===== src/rtl/mapemu_pkg.sv =====
// Shared types and constants for the memory access port emulator.
// Used by mapemu_ctrl, mapemu_dp and mem_access_port_emulator_top.
// No dependencies.
`default_nettype none

package mapemu_pkg;

    // Store and slot sizing. The store depth must be a power of two.
    localparam int MAX_EMU_APS  = 5;
    localparam int WINDOW_WORDS = 1024;
    localparam int IDX_W        = $clog2(WINDOW_WORDS);
    localparam int SLOT_W       = (MAX_EMU_APS > 1) ? $clog2(MAX_EMU_APS) : 1;

    // Port widths.
    localparam int S_TDATA_W = 56;
    localparam int M_TDATA_W = 64;
    localparam int CFG_IDX_W = 3;
    localparam int CFG_DAT_W = 16;

    // Configuration register indexes.
    typedef enum logic [CFG_IDX_W-1:0] {
        CFG_EMU_COUNT = 3'd0,
        CFG_EMU_AP_0  = 3'd1,
        CFG_EMU_AP_1  = 3'd2,
        CFG_EMU_AP_2  = 3'd3,
        CFG_EMU_AP_3  = 3'd4,
        CFG_EMU_AP_4  = 3'd5,
        CFG_AP_OFFSET = 3'd6
    } cfg_idx_t;

    localparam logic [15:0] AP_OFFSET_RESET = 16'h0100;

    // Access kinds.
    typedef enum logic [2:0] {
        MODE_AP_READ  = 3'd0,
        MODE_AP_WRITE = 3'd1,
        MODE_RUN      = 3'd2,
        MODE_DP_READ  = 3'd3,
        MODE_DP_WRITE = 3'd4
    } mode_t;

    // Result status codes.
    typedef enum logic [1:0] {
        STS_OK     = 2'd0,
        STS_RD_ERR = 2'd1,
        STS_WR_ERR = 2'd2
    } status_t;

    // Emulated AP register offsets.
    localparam logic [7:0] REG_CSW  = 8'h00;
    localparam logic [7:0] REG_TAR  = 8'h04;
    localparam logic [7:0] REG_DRW  = 8'h0C;
    localparam logic [7:0] REG_BD0  = 8'h10;
    localparam logic [7:0] REG_BD1  = 8'h14;
    localparam logic [7:0] REG_BD2  = 8'h18;
    localparam logic [7:0] REG_BD3  = 8'h1C;
    localparam logic [7:0] REG_CFG  = 8'hF4;
    localparam logic [7:0] REG_BASE = 8'hF8;
    localparam logic [7:0] REG_IDR  = 8'hFC;

    // DP CTRL/STAT offset and its read value with both power-up acknowledges.
    localparam logic [7:0]  DP_REG_CTRLSTAT = 8'h04;
    localparam logic [31:0] PWRUP_ACKS      = 32'hA000_0000;

    localparam logic [2:0] CSW_SIZE_WORD = 3'd2;

    // Controller states.
    typedef enum logic [1:0] {
        S_CLEAR = 2'd0,
        S_IDLE  = 2'd1,
        S_EXEC  = 2'd2,
        S_DONE  = 2'd3
    } state_t;

    // Controller to datapath.
    typedef struct packed {
        logic clear;
        logic load_in;
        logic exec;
        logic load_out;
    } ctrl_cmd_t;

    // Datapath to controller.
    typedef struct packed {
        logic clear_last;
        logic out_free;
    } ctrl_sts_t;

endpackage

`default_nettype wire


===== src/rtl/mapemu_ctrl.sv =====
// Sequencer for the memory access port emulator: clear pass, accept,
// execute and result hand-off. Depends on mapemu_pkg.
`default_nettype none

module mapemu_ctrl (
    input  wire logic                  aclk,
    input  wire logic                  aresetn,
    input  wire logic                  s_tvalid,
    output logic                       s_tready,
    input  wire mapemu_pkg::ctrl_sts_t sts,
    output mapemu_pkg::ctrl_cmd_t      cmd
);

    mapemu_pkg::state_t state_reg;
    mapemu_pkg::state_t state_next;

    always_ff @(posedge aclk) begin
        if (!aresetn) begin
            state_reg <= mapemu_pkg::S_CLEAR;
        end else begin
            state_reg <= state_next;
        end
    end

    always_comb begin
        state_next   = state_reg;
        s_tready     = 1'b0;
        cmd.clear    = 1'b0;
        cmd.load_in  = 1'b0;
        cmd.exec     = 1'b0;
        cmd.load_out = 1'b0;
        case (state_reg)
            mapemu_pkg::S_CLEAR: begin
                cmd.clear = 1'b1;
                if (sts.clear_last) begin
                    state_next = mapemu_pkg::S_IDLE;
                end
            end
            mapemu_pkg::S_IDLE: begin
                s_tready = 1'b1;
                if (s_tvalid) begin
                    cmd.load_in = 1'b1;
                    state_next  = mapemu_pkg::S_EXEC;
                end
            end
            mapemu_pkg::S_EXEC: begin
                cmd.exec   = 1'b1;
                state_next = mapemu_pkg::S_DONE;
            end
            mapemu_pkg::S_DONE: begin
                // The result moves to the output register and the next item
                // can be taken in the same cycle.
                if (sts.out_free) begin
                    cmd.load_out = 1'b1;
                    s_tready     = 1'b1;
                    if (s_tvalid) begin
                        cmd.load_in = 1'b1;
                        state_next  = mapemu_pkg::S_EXEC;
                    end else begin
                        state_next  = mapemu_pkg::S_IDLE;
                    end
                end
            end
            default: begin
                state_next = mapemu_pkg::S_CLEAR;
            end
        endcase
    end

endmodule

`default_nettype wire


===== config.mk =====
export PLATFORM = sky130hd
export DESIGN_NAME = mapemu_ctrl
export DESIGN_NICKNAME = d
export VERILOG_FILES = /design/src/rtl/mapemu_pkg.sv /design/src/rtl/mapemu_ctrl.sv
export SDC_FILE = /design/constraint.sdc
export NUM_CORES = 1
export LEC_CHECK = 0
export BUFFER_PORTS_ARGS = -buffer_cell sky130_fd_sc_hd__clkbuf_2
export CORE_AREA = 3 3 40 42
export DETAILED_ROUTE_END_ITERATION = 7
export DIE_AREA = 0 0 43 45
export PLACE_DENSITY_LB_ADDON = 0.25
export SLEW_MARGIN = 30
export SYNTH_ARGS = -nofsm -noshare
export SYNTH_HDL_FRONTEND = slang
export SYNTH_SLANG_ARGS = --single-unit

===== constraint.sdc =====
create_clock -name aclk -period 1.26 [get_ports aclk]
set_input_delay 0.063 -clock aclk [delete_from_list [all_inputs] [get_ports aclk]]
set_output_delay 0.063 -clock aclk [all_outputs]
set_load 0.005 [all_outputs]

Word-level counts from Yosys, hierarchy flattened:

Index checks and enable logic that the tools add are counted.

* bits of input ports: 5
* flip-flop bits (word level): 2
* word-level logic and storage cells: 22

* reduce and logical (&&, ||, !) cells: 2
* muxes and demuxes: 13
* equality and inequality tests: 6

Operators with widths (count)
* $mux 2: 4
* $pmux 2 s4: 1
* $mux 1: 6
* $ne 2x2->1 const B: 3
* $eq 2x2->1 const B: 2
* $pmux 1 s2: 2
* $reduce_and 3->1: 1
* $eq 2x1->1 const B: 1
* $logic_not 2->1: 1

Longest topological paths before layout:

Gate-level depths: netlist of run 1.

* depth in word-level cells: 3
* gate-level depth with buffers: 3
* mapped depth without buffers: 3

Worst setup path before layout of run 1:

No wires, ideal clock.

* path type: register to register
* start: register state_reg[0]
* end: register state_reg[0]
* setup time: 0.118 ns
* data arrival time: 0.610 ns
* path buffers: 0
* required time: 1.142 ns
* setup slack: 0.533 ns
* cell stages (with the launch flop): 4
* cell sequence: dfxtp_1 > nand2_1 > o21ai_1 > a21oi_1

* word-level cells in the longest chain between the ends: 3
* elaborated cells between the ends (all ways): 9
* those cells by class: eq/ne (6); mux (1); reduce/logical (2)

RTL lines
* start: declaration: RTL line mapemu_ctrl.sv:14 `mapemu_pkg::state_t state_reg;`
* start signal: assignment: RTL line mapemu_ctrl.sv:19 `state_reg <= mapemu_pkg::S_CLEAR;`
* start signal: assignment: RTL line mapemu_ctrl.sv:21 `state_reg <= state_next;`
* $eq 2x2->1 (tied with other cells): RTL line mapemu_ctrl.sv:32 `case (state_reg)`
* $ne 2x2->1 (no source line)
* $reduce_and 3->1 (no source line)

Parallel ways exist; a longest one is shown, timed or not.
A chain may end at the register's enable or synchronous reset.

==> results.txt, run 1 <==
----------------------------------------------------
[Drt]
  Total wire length after detailed routing ... 343 µm
  Post-route DRC violation count ... 0
  Iteration count of the initial detailed-routing pass ... 4
  Mean routed wirelength per cell ... around 7.8 µm
  Antenna Violating Nets Remaining ... 0
  Ratio of routed vias to standard cells ... between 3 and 4
  Initial DRC count ... 4
  Number of vias in the routed layout ... 152

[STA]
  Setup repair after global routing missed its margin ... no
  Final hold vios ... 0
  Period utilisation layout ... between 90% and 100%
  Final Slew Violations ... 0
  Worst max-slew margin expressed relative to the limit ... 85.89%
  Worst-case clock skew ... around 0.00075 ns
  Setup Viol. Count Final ... 0
  Worst Max-Slew Pin Slew ... around 0.21 ns
  Maximum clock rate ... between 0.8 and 0.9 GHz
  Sum of negative setup slack ... 0 ns
  Min Clock Period, post-route ... roughly 1.1 ns

[Placement]
  Weighted congestion at the end of routability-driven global placement ... approximately 0.64
  PortBufs ... 9
  Post-detailed-placement cell area ... 172.7 µm²
  Final HPWL DP ... 264.6 µm

[Critical path]
  Worst EP arrival ... between 1 and 1.5 ns
  Largest fanout on the critical path ... 7
  Critical path startpoint ... state_reg[0]
  Kind of critical path ... reg -> out
  Flop2flop setup slack ... between 0.4 and 0.5 ns
  FF-to-FF End ... state_reg[0]
  Critical Path Start Type ... flop
  Required time at the endpoint of the critical path ... ~1.2 ns
  Depth of the most critical reg-to-reg path ... 3
  Endpoint type of the worst setup path ... output port
  Reg-to-reg startpoint ... state_reg[0]

[Global route]
  Initial antenna violation count ... 0
  Total global routing track utilization ... under 10%
  Global-route wire length before repair ... 600 µm
  Aggregate global routing overflow ... 0
  Pin count of the biggest net entering global routing ... 8
  Vias in the first global route ... between 150 and 200

[Die]
  Die width ... ~43 µm
  Rows ... 13
  Area of the core region ... 0.001285 mm²
  Total Die Area ... roughly 0.0019 mm²
  Starting density of the core ... 8.471%
  Num ports ... 10
  Die Ht ... ~45 µm

[Job]
  Max-cap violations ... 0

[Clocking]
  Postcts setup bufs ... 0
  Cell at the root of the clock tree ... clkbuf_4
  Number of H-tree levels ... 1
  Maximum clock path buffer count ... 2
  Cts-stage hold buffer count ... 0
  Clock tree from TritonCTS ... built
  Quantity of gates resized following cts ... 0
  Worst-path clk slew ... 0.03 ns
  Latest clock arrival within the worst-skew pair ... 0.22 ns
  Number of clock buffers inserted by TritonCTS ... 3
  Number of sinks handled by clock tree synthesis ... 2

[Synth]
  Synthesized instance count ... 17
  Share of the synthesized area in the top cell type ... 36.78%
  Ranking of synthesized cells by instance count ... nand2_1, nor2_1, a21oi_1, dfxtp_1, inv_1
  EDFF count, synth ... 0
  Post-synthesis sequential area ratio ... 36.78%
  Post-synth top area cell ... dfxtp_1
  Synthesized Nets ... 22
  Number of synthesized register bits ... 2
  Area contributors post-synth ... dfxtp_1, nand2_1, nor2_1, a21oi_1, a21boi_0
  Dominant register cell in the synthesized netlist ... dfxtp_1
  Synth warnings ... 0
  Summed instance area of the synthesized netlist ... about 110 µm²
  Count of unique library cells instantiated by Yosys ... 9
  Mean area per synthesized cell ... ~6.4 µm²
  Library cell with the highest instance count after synthesis ... nand2_1
  Share of async-settable or async-resettable flops after synthesis ... 0%

[Cells and area]
  Layout cell share with drive strength beyond 1 ... between 40% and 50%
  Count of nets after finishing ... 36
  Area of combinational cells with multiple inputs ... slightly above 60 µm²
  Filler cell count ... about 150
  Flip-flop and latch area ... between 40 and 50 µm²
  Antenna diodes ... 0
  Flip-flop count of the largest register after layout ... 2
  Final Cell Area ... 195.2 µm²
  Layout overhead on the synthesized area ... 79.31%

[Worst hold path]
  Source of the worst hold timing path ... aresetn
  End of the worst hold path ... state_reg[0]
  Classification of the worst-slack hold path ... in -> reg
  Cell depth of the worst hold path ... 3

[Pwr]
  Pleak ... ~0.1 nW
  Power density over cell area ... 1337 mW/mm²
  Worst vdd rail ir drop ... 0.3482 mV

[Outcome]
  Outcome ... finished, final reports clean

----------------------------------------------------
[worst max path at each step]
stage,endpoint,cells past startpoint,slack (ns)
floorplan,state_reg[0],3,0.53
global placement,cmd[2],3,0.35
detailed placement,cmd[2],3,0.35
CTS,cmd[2],3,0.11
global route,cmd[2],3,0.01
finish,cmd[2],3,0.12
[routing by layer]
layer | share of wire, % | wire, µm | up-vias | track usage, %
met5 | 0 | 0 | - | 0
met4 | 0 | 0 | 0 | 5.422
met3 | 15 | 52 | 0 | 2.390
met2 | 39 | 133 | 11 | 6.287
met1 | 45 | 156 | 60 | 4.796
li1 | - | - | 81 | -
[critical path, cell delays in order (launching register included)]
cell	delay, ns
dfxtp_1	0.42
nand2_1	0.13
a21oi_1	0.17
clkbuf_2	0.14
[through the flow]
step | setup slack (ns) | utilization, % | std cells | hold WS (ns) | power [mW]
CTS | 0.1119 | 15.19 | 44 | 0.05027 | 0.2702
finish | 0.1242 | 15.19 | 44 | 0.05364 | 0.2609
global route | 0.01174 | 15.19 | 44 | 0.08321 | 0.2802
detailed placement | 0.3536 | 13.44 | 41 | 0.2877 | 0.1221
floorplan | 0.5325 | - | 17 | 0.1791 | 0.09726
global placement | 0.3533 | 13.44 | 41 | 0.2931 | 0.1227
[cell families (layout without fill, tap and decap cells)]
family	after synthesis	count (layout)	share of synthesized area [%]
and+or+nand+nor	8	8	28.73
DFF	2	2	36.78
AOI/OAI and AO/OA	5	5	27.59
buffers and inverters	2	14	6.899
[layout by cell type, fill, tap and decap left out]
cell	instances
nand2_1	4
nand3_1	1
a21boi_1	1
clkbuf_2	9
dfxtp_1	2
a21oi_1	2
nor2_1	3
o21ai_1	1
clkbuf_4	3
inv_1	2
a21boi_0	1
[area by class of cell]
class | count | share of cell area [%]
clock buffers | 3 | 11.54
inverters | 2 | 3.846
well taps | 15 | 9.615
repair buffers | 9 | 23.08
multi-input cells | 13 | 31.41
flip-flops and latches | 2 | 20.51
[power by group]
group | internal (mW) | switching [mW] | leakage [nW] | total (mW)
clock | 0.105 | 0.0358 | 0.0138 | 0.141
sequential | 0.0697 | 0.00812 | 0.0166 | 0.0778
combinational | 0.0215 | 0.0209 | 0.0688 | 0.0424
No activity file was read; power rests on OpenSTA's default activity.
==> inputs of run 2 (changes only) <==
Settings changed: ABC_AREA from default to 1.
Clock period 1.26 ns to 1.3 ns, I/O delays scaled along.
==> results.txt, run 2 <==
----------------------------------------------------
[Drt]
  Post-route DRC violation count ... 0
  Antenna Violating Nets Remaining ... 0
  Number of vias in the routed layout ... ~170
  Total wire length after detailed routing ... 347 µm
  Initial DRC count ... 0
  Mean routed wirelength per cell ... 7.082 µm
  Ratio of routed vias to standard cells ... between 3 and 4
  Iteration count of the initial detailed-routing pass ... 1

[STA]
  Period utilisation layout ... 81.51%
  Final Slew Violations ... 0
  Final hold vios ... 0
  Maximum clock rate ... between 0.9 and 1 GHz
  Setup repair after global routing missed its margin ... no
  Worst-case clock skew ... about 0.0015 ns
  Setup Viol. Count Final ... 0
  Worst max-slew margin expressed relative to the limit ... a little under nine tenths
  Worst Max-Slew Pin Slew ... around 0.22 ns
  Min Clock Period, post-route ... between 1 and 1.5 ns
  Worst setup margin ... ~0.24 ns
  Sum of negative setup slack ... 0 ns

[Pwr]
  PnR Total Power ... roughly 270 µW
  Pleak ... 0.1349 nW
  Clock share of power ... around half
  Internal Pwr Total ... just under 200 µW
  Switching power share of the total ... approximately a quarter
  Power density over cell area ... between 1000 and 1500 mW/mm²
  Portion of total power attributed to combinational logic ... ~19%
  Worst vdd rail ir drop ... 0.1709 mV
  Sequential share of power ... 29.5%
  Switch Pwr ... roughly 70 µW

[Clocking]
  Cts-stage hold buffer count ... 0
  Cell at the root of the clock tree ... clkbuf_4
  Maximum clock path buffer count ... 2
  Latest clock arrival within the worst-skew pair ... ~0.22 ns
  Quantity of gates resized following cts ... 0
  Number of sinks handled by clock tree synthesis ... 2
  Clock tree from TritonCTS ... built
  Worst-path clk slew ... 0.03 ns
  Number of H-tree levels ... 1
  Postcts setup bufs ... 0
  Number of clock buffers inserted by TritonCTS ... 3

[Placement]
  Weighted congestion at the end of routability-driven global placement ... roughly 0.63
  Worst slack at placement ... 0.4619 ns
  PortBufs ... 9

[Critical path]
  Largest fanout on the critical path ... 5
  Slowest library cell on the worst path ... dfxtp_1
  Critical Path Start Type ... flop
  Worst path buffer plus inverter count ... 1
  Kind of critical path ... reg -> out
  Top delay family on crit path ... flip-flops
  Endpoint type of the worst setup path ... output port
  Largest stage delay on the critical path ... slightly below 0.4 ns
  Sequence of cells on the critical path ... nand2_1 -> a21oi_1 -> clkbuf_2
  Worst EP arrival ... a little under 1 ns
  Required time at the endpoint of the critical path ... 1.24 ns

[Synth]
  Mean area per synthesized cell ... ~5.8 µm²
  Ranking of synthesized cells by instance count ... nand2_1, inv_1, a21oi_1, dfxtp_1, nand3_1
  Post-synthesis sequential area ratio ... a little under a third
  Synthesized Nets ... 27
  Dominant register cell in the synthesized netlist ... dfxtp_1
  Summed instance area of the synthesized netlist ... ~130 µm²
  Library cell with the highest instance count after synthesis ... nand2_1
  Share of async-settable or async-resettable flops after synthesis ... 0%
  Synthesized instance count ... 22
  Area contributors post-synth ... dfxtp_1, nand2_1, inv_1, a21oi_1, nand3_1
  Post-synth top area cell ... dfxtp_1
  Count of unique library cells instantiated by Yosys ... 8
  Share of the synthesized area in the top cell type ... between 30% and 40%
  Number of synthesized register bits ... 2
  EDFF count, synth ... 0
  Synth warnings ... 0

[Global route]
  Aggregate global routing overflow ... 0
  Initial antenna violation count ... 0
  Global-route wire length before repair ... about 630 µm
  Total global routing track utilization ... 5.071%
  Vias in the first global route ... roughly 160
  Pin count of the biggest net entering global routing ... 8

[Cells and area]
  Count of nets after finishing ... 41
  Layout cell share with drive strength beyond 1 ... between 40 and 50%
  Antenna diodes ... 0
  Flip-flop and latch area ... 40.04 µm²
  Final core area utilization ... 16.65%
  Filler cell count ... ~160
  Layout overhead on the synthesized area ... 67.65%
  Flip-flop count of the largest register after layout ... 2
  Leading cell type in the layout, fill and taps excluded ... clkbuf_2
  Leading cell types in the layout, fill and taps excluded ... clkbuf_2, nand2_1, inv_1
  Area of combinational cells with multiple inputs ... roughly 65 µm²

[Die]
  Die Ht ... ~45 µm
  Area of the core region ... approximately 0.0013 mm²
  Num ports ... 10
  Total Die Area ... around 0.0019 mm²
  Rows ... 13
  Starting density of the core ... around a tenth
  Die width ... 43 µm

[Job]
  Max-cap violations ... 0

[Outcome]
  Outcome ... finished, final reports clean

[Worst hold path]
  Classification of the worst-slack hold path ... in -> reg

----------------------------------------------------
run 2: cell types whose count changed after synthesis, sizes merged:
cell,previous run,this run
nor2,3,2
a21oi,2,3
inv,2,6
a21boi,2,0
nand2,4,7
o21ai,1,0
nand3,1,2
run 2: metrics by stage:
| step | cells | hold slack [ns] | area [µm²] |
|---|---|---|---|
| floorplan | 22 | 0.1626 | 127.6 |
| global placement | 46 | 0.2716 | 191.4 |
| detailed placement | 46 | 0.2807 | 191.4 |
| CTS | 49 | 0.04225 | 214.0 |
| global route | 49 | 0.06721 | 214.0 |
| finish | 49 | 0.04813 | 214.0 |
run 2: power by group through the flow:
stage	Sequential (mW)	Clock, mW	Combinational [mW]
2_1_floorplan	0.0773	0	0.0297
3_3_place_gp	0.0788	0	0.0532
3_5_place_dp	0.0790	0	0.0535
4_1_cts	0.0783	0.146	0.0536
5_1_grt	0.0792	0.153	0.0613
6_report	0.0783	0.136	0.0515
run 2: kinds of logic after synthesis:
group / share of synthesized area (%)
and+or+nand+nor: 36.28
buffers and inverters: 17.65
AOI/OAI and AO/OA: 14.71
DFF: 31.37
run 2: final cells by class:
type / instances / share of cell area, %
Tap cell: 15 / 8.772
Sequential cell: 2 / 18.71
Inverter: 6 / 10.53
Clock buffer: 3 / 10.53
Timing Repair Buffer: 9 / 21.05
Multi-Input combinational cell: 14 / 30.41
run 2: path summary, 6_finish.rpt:
path | to | depth (start not counted) | slack [ns] | startpoint
setup / recovery | cmd[2] | 3 | 0.24 | state_reg[0]
hold / removal | state_reg[1] | 3 | 0.05 | aresetn
setup reg to reg | state_reg[1] | 5 | 0.50 | state_reg[0]
hold reg to reg | state_reg[0] | 2 | 0.55 | state_reg[0]
run 2: routing by layer:
metal	GRT usage, %	vias to the layer above	share of wire, %
li1	-	90	-
met1	4.796	69	39
met2	5.689	6	48
met3	3.984	0	13
met4	7.229	0	0
met5	0	-	0
run 2: tightest hold or removal path: cells and delay by family:
| family | cells | cell delay [ns] |
|---|---|---|
| buffers and inverters | 2 | 0.13 |
| and+or+nand+nor | 1 | 0.05 |
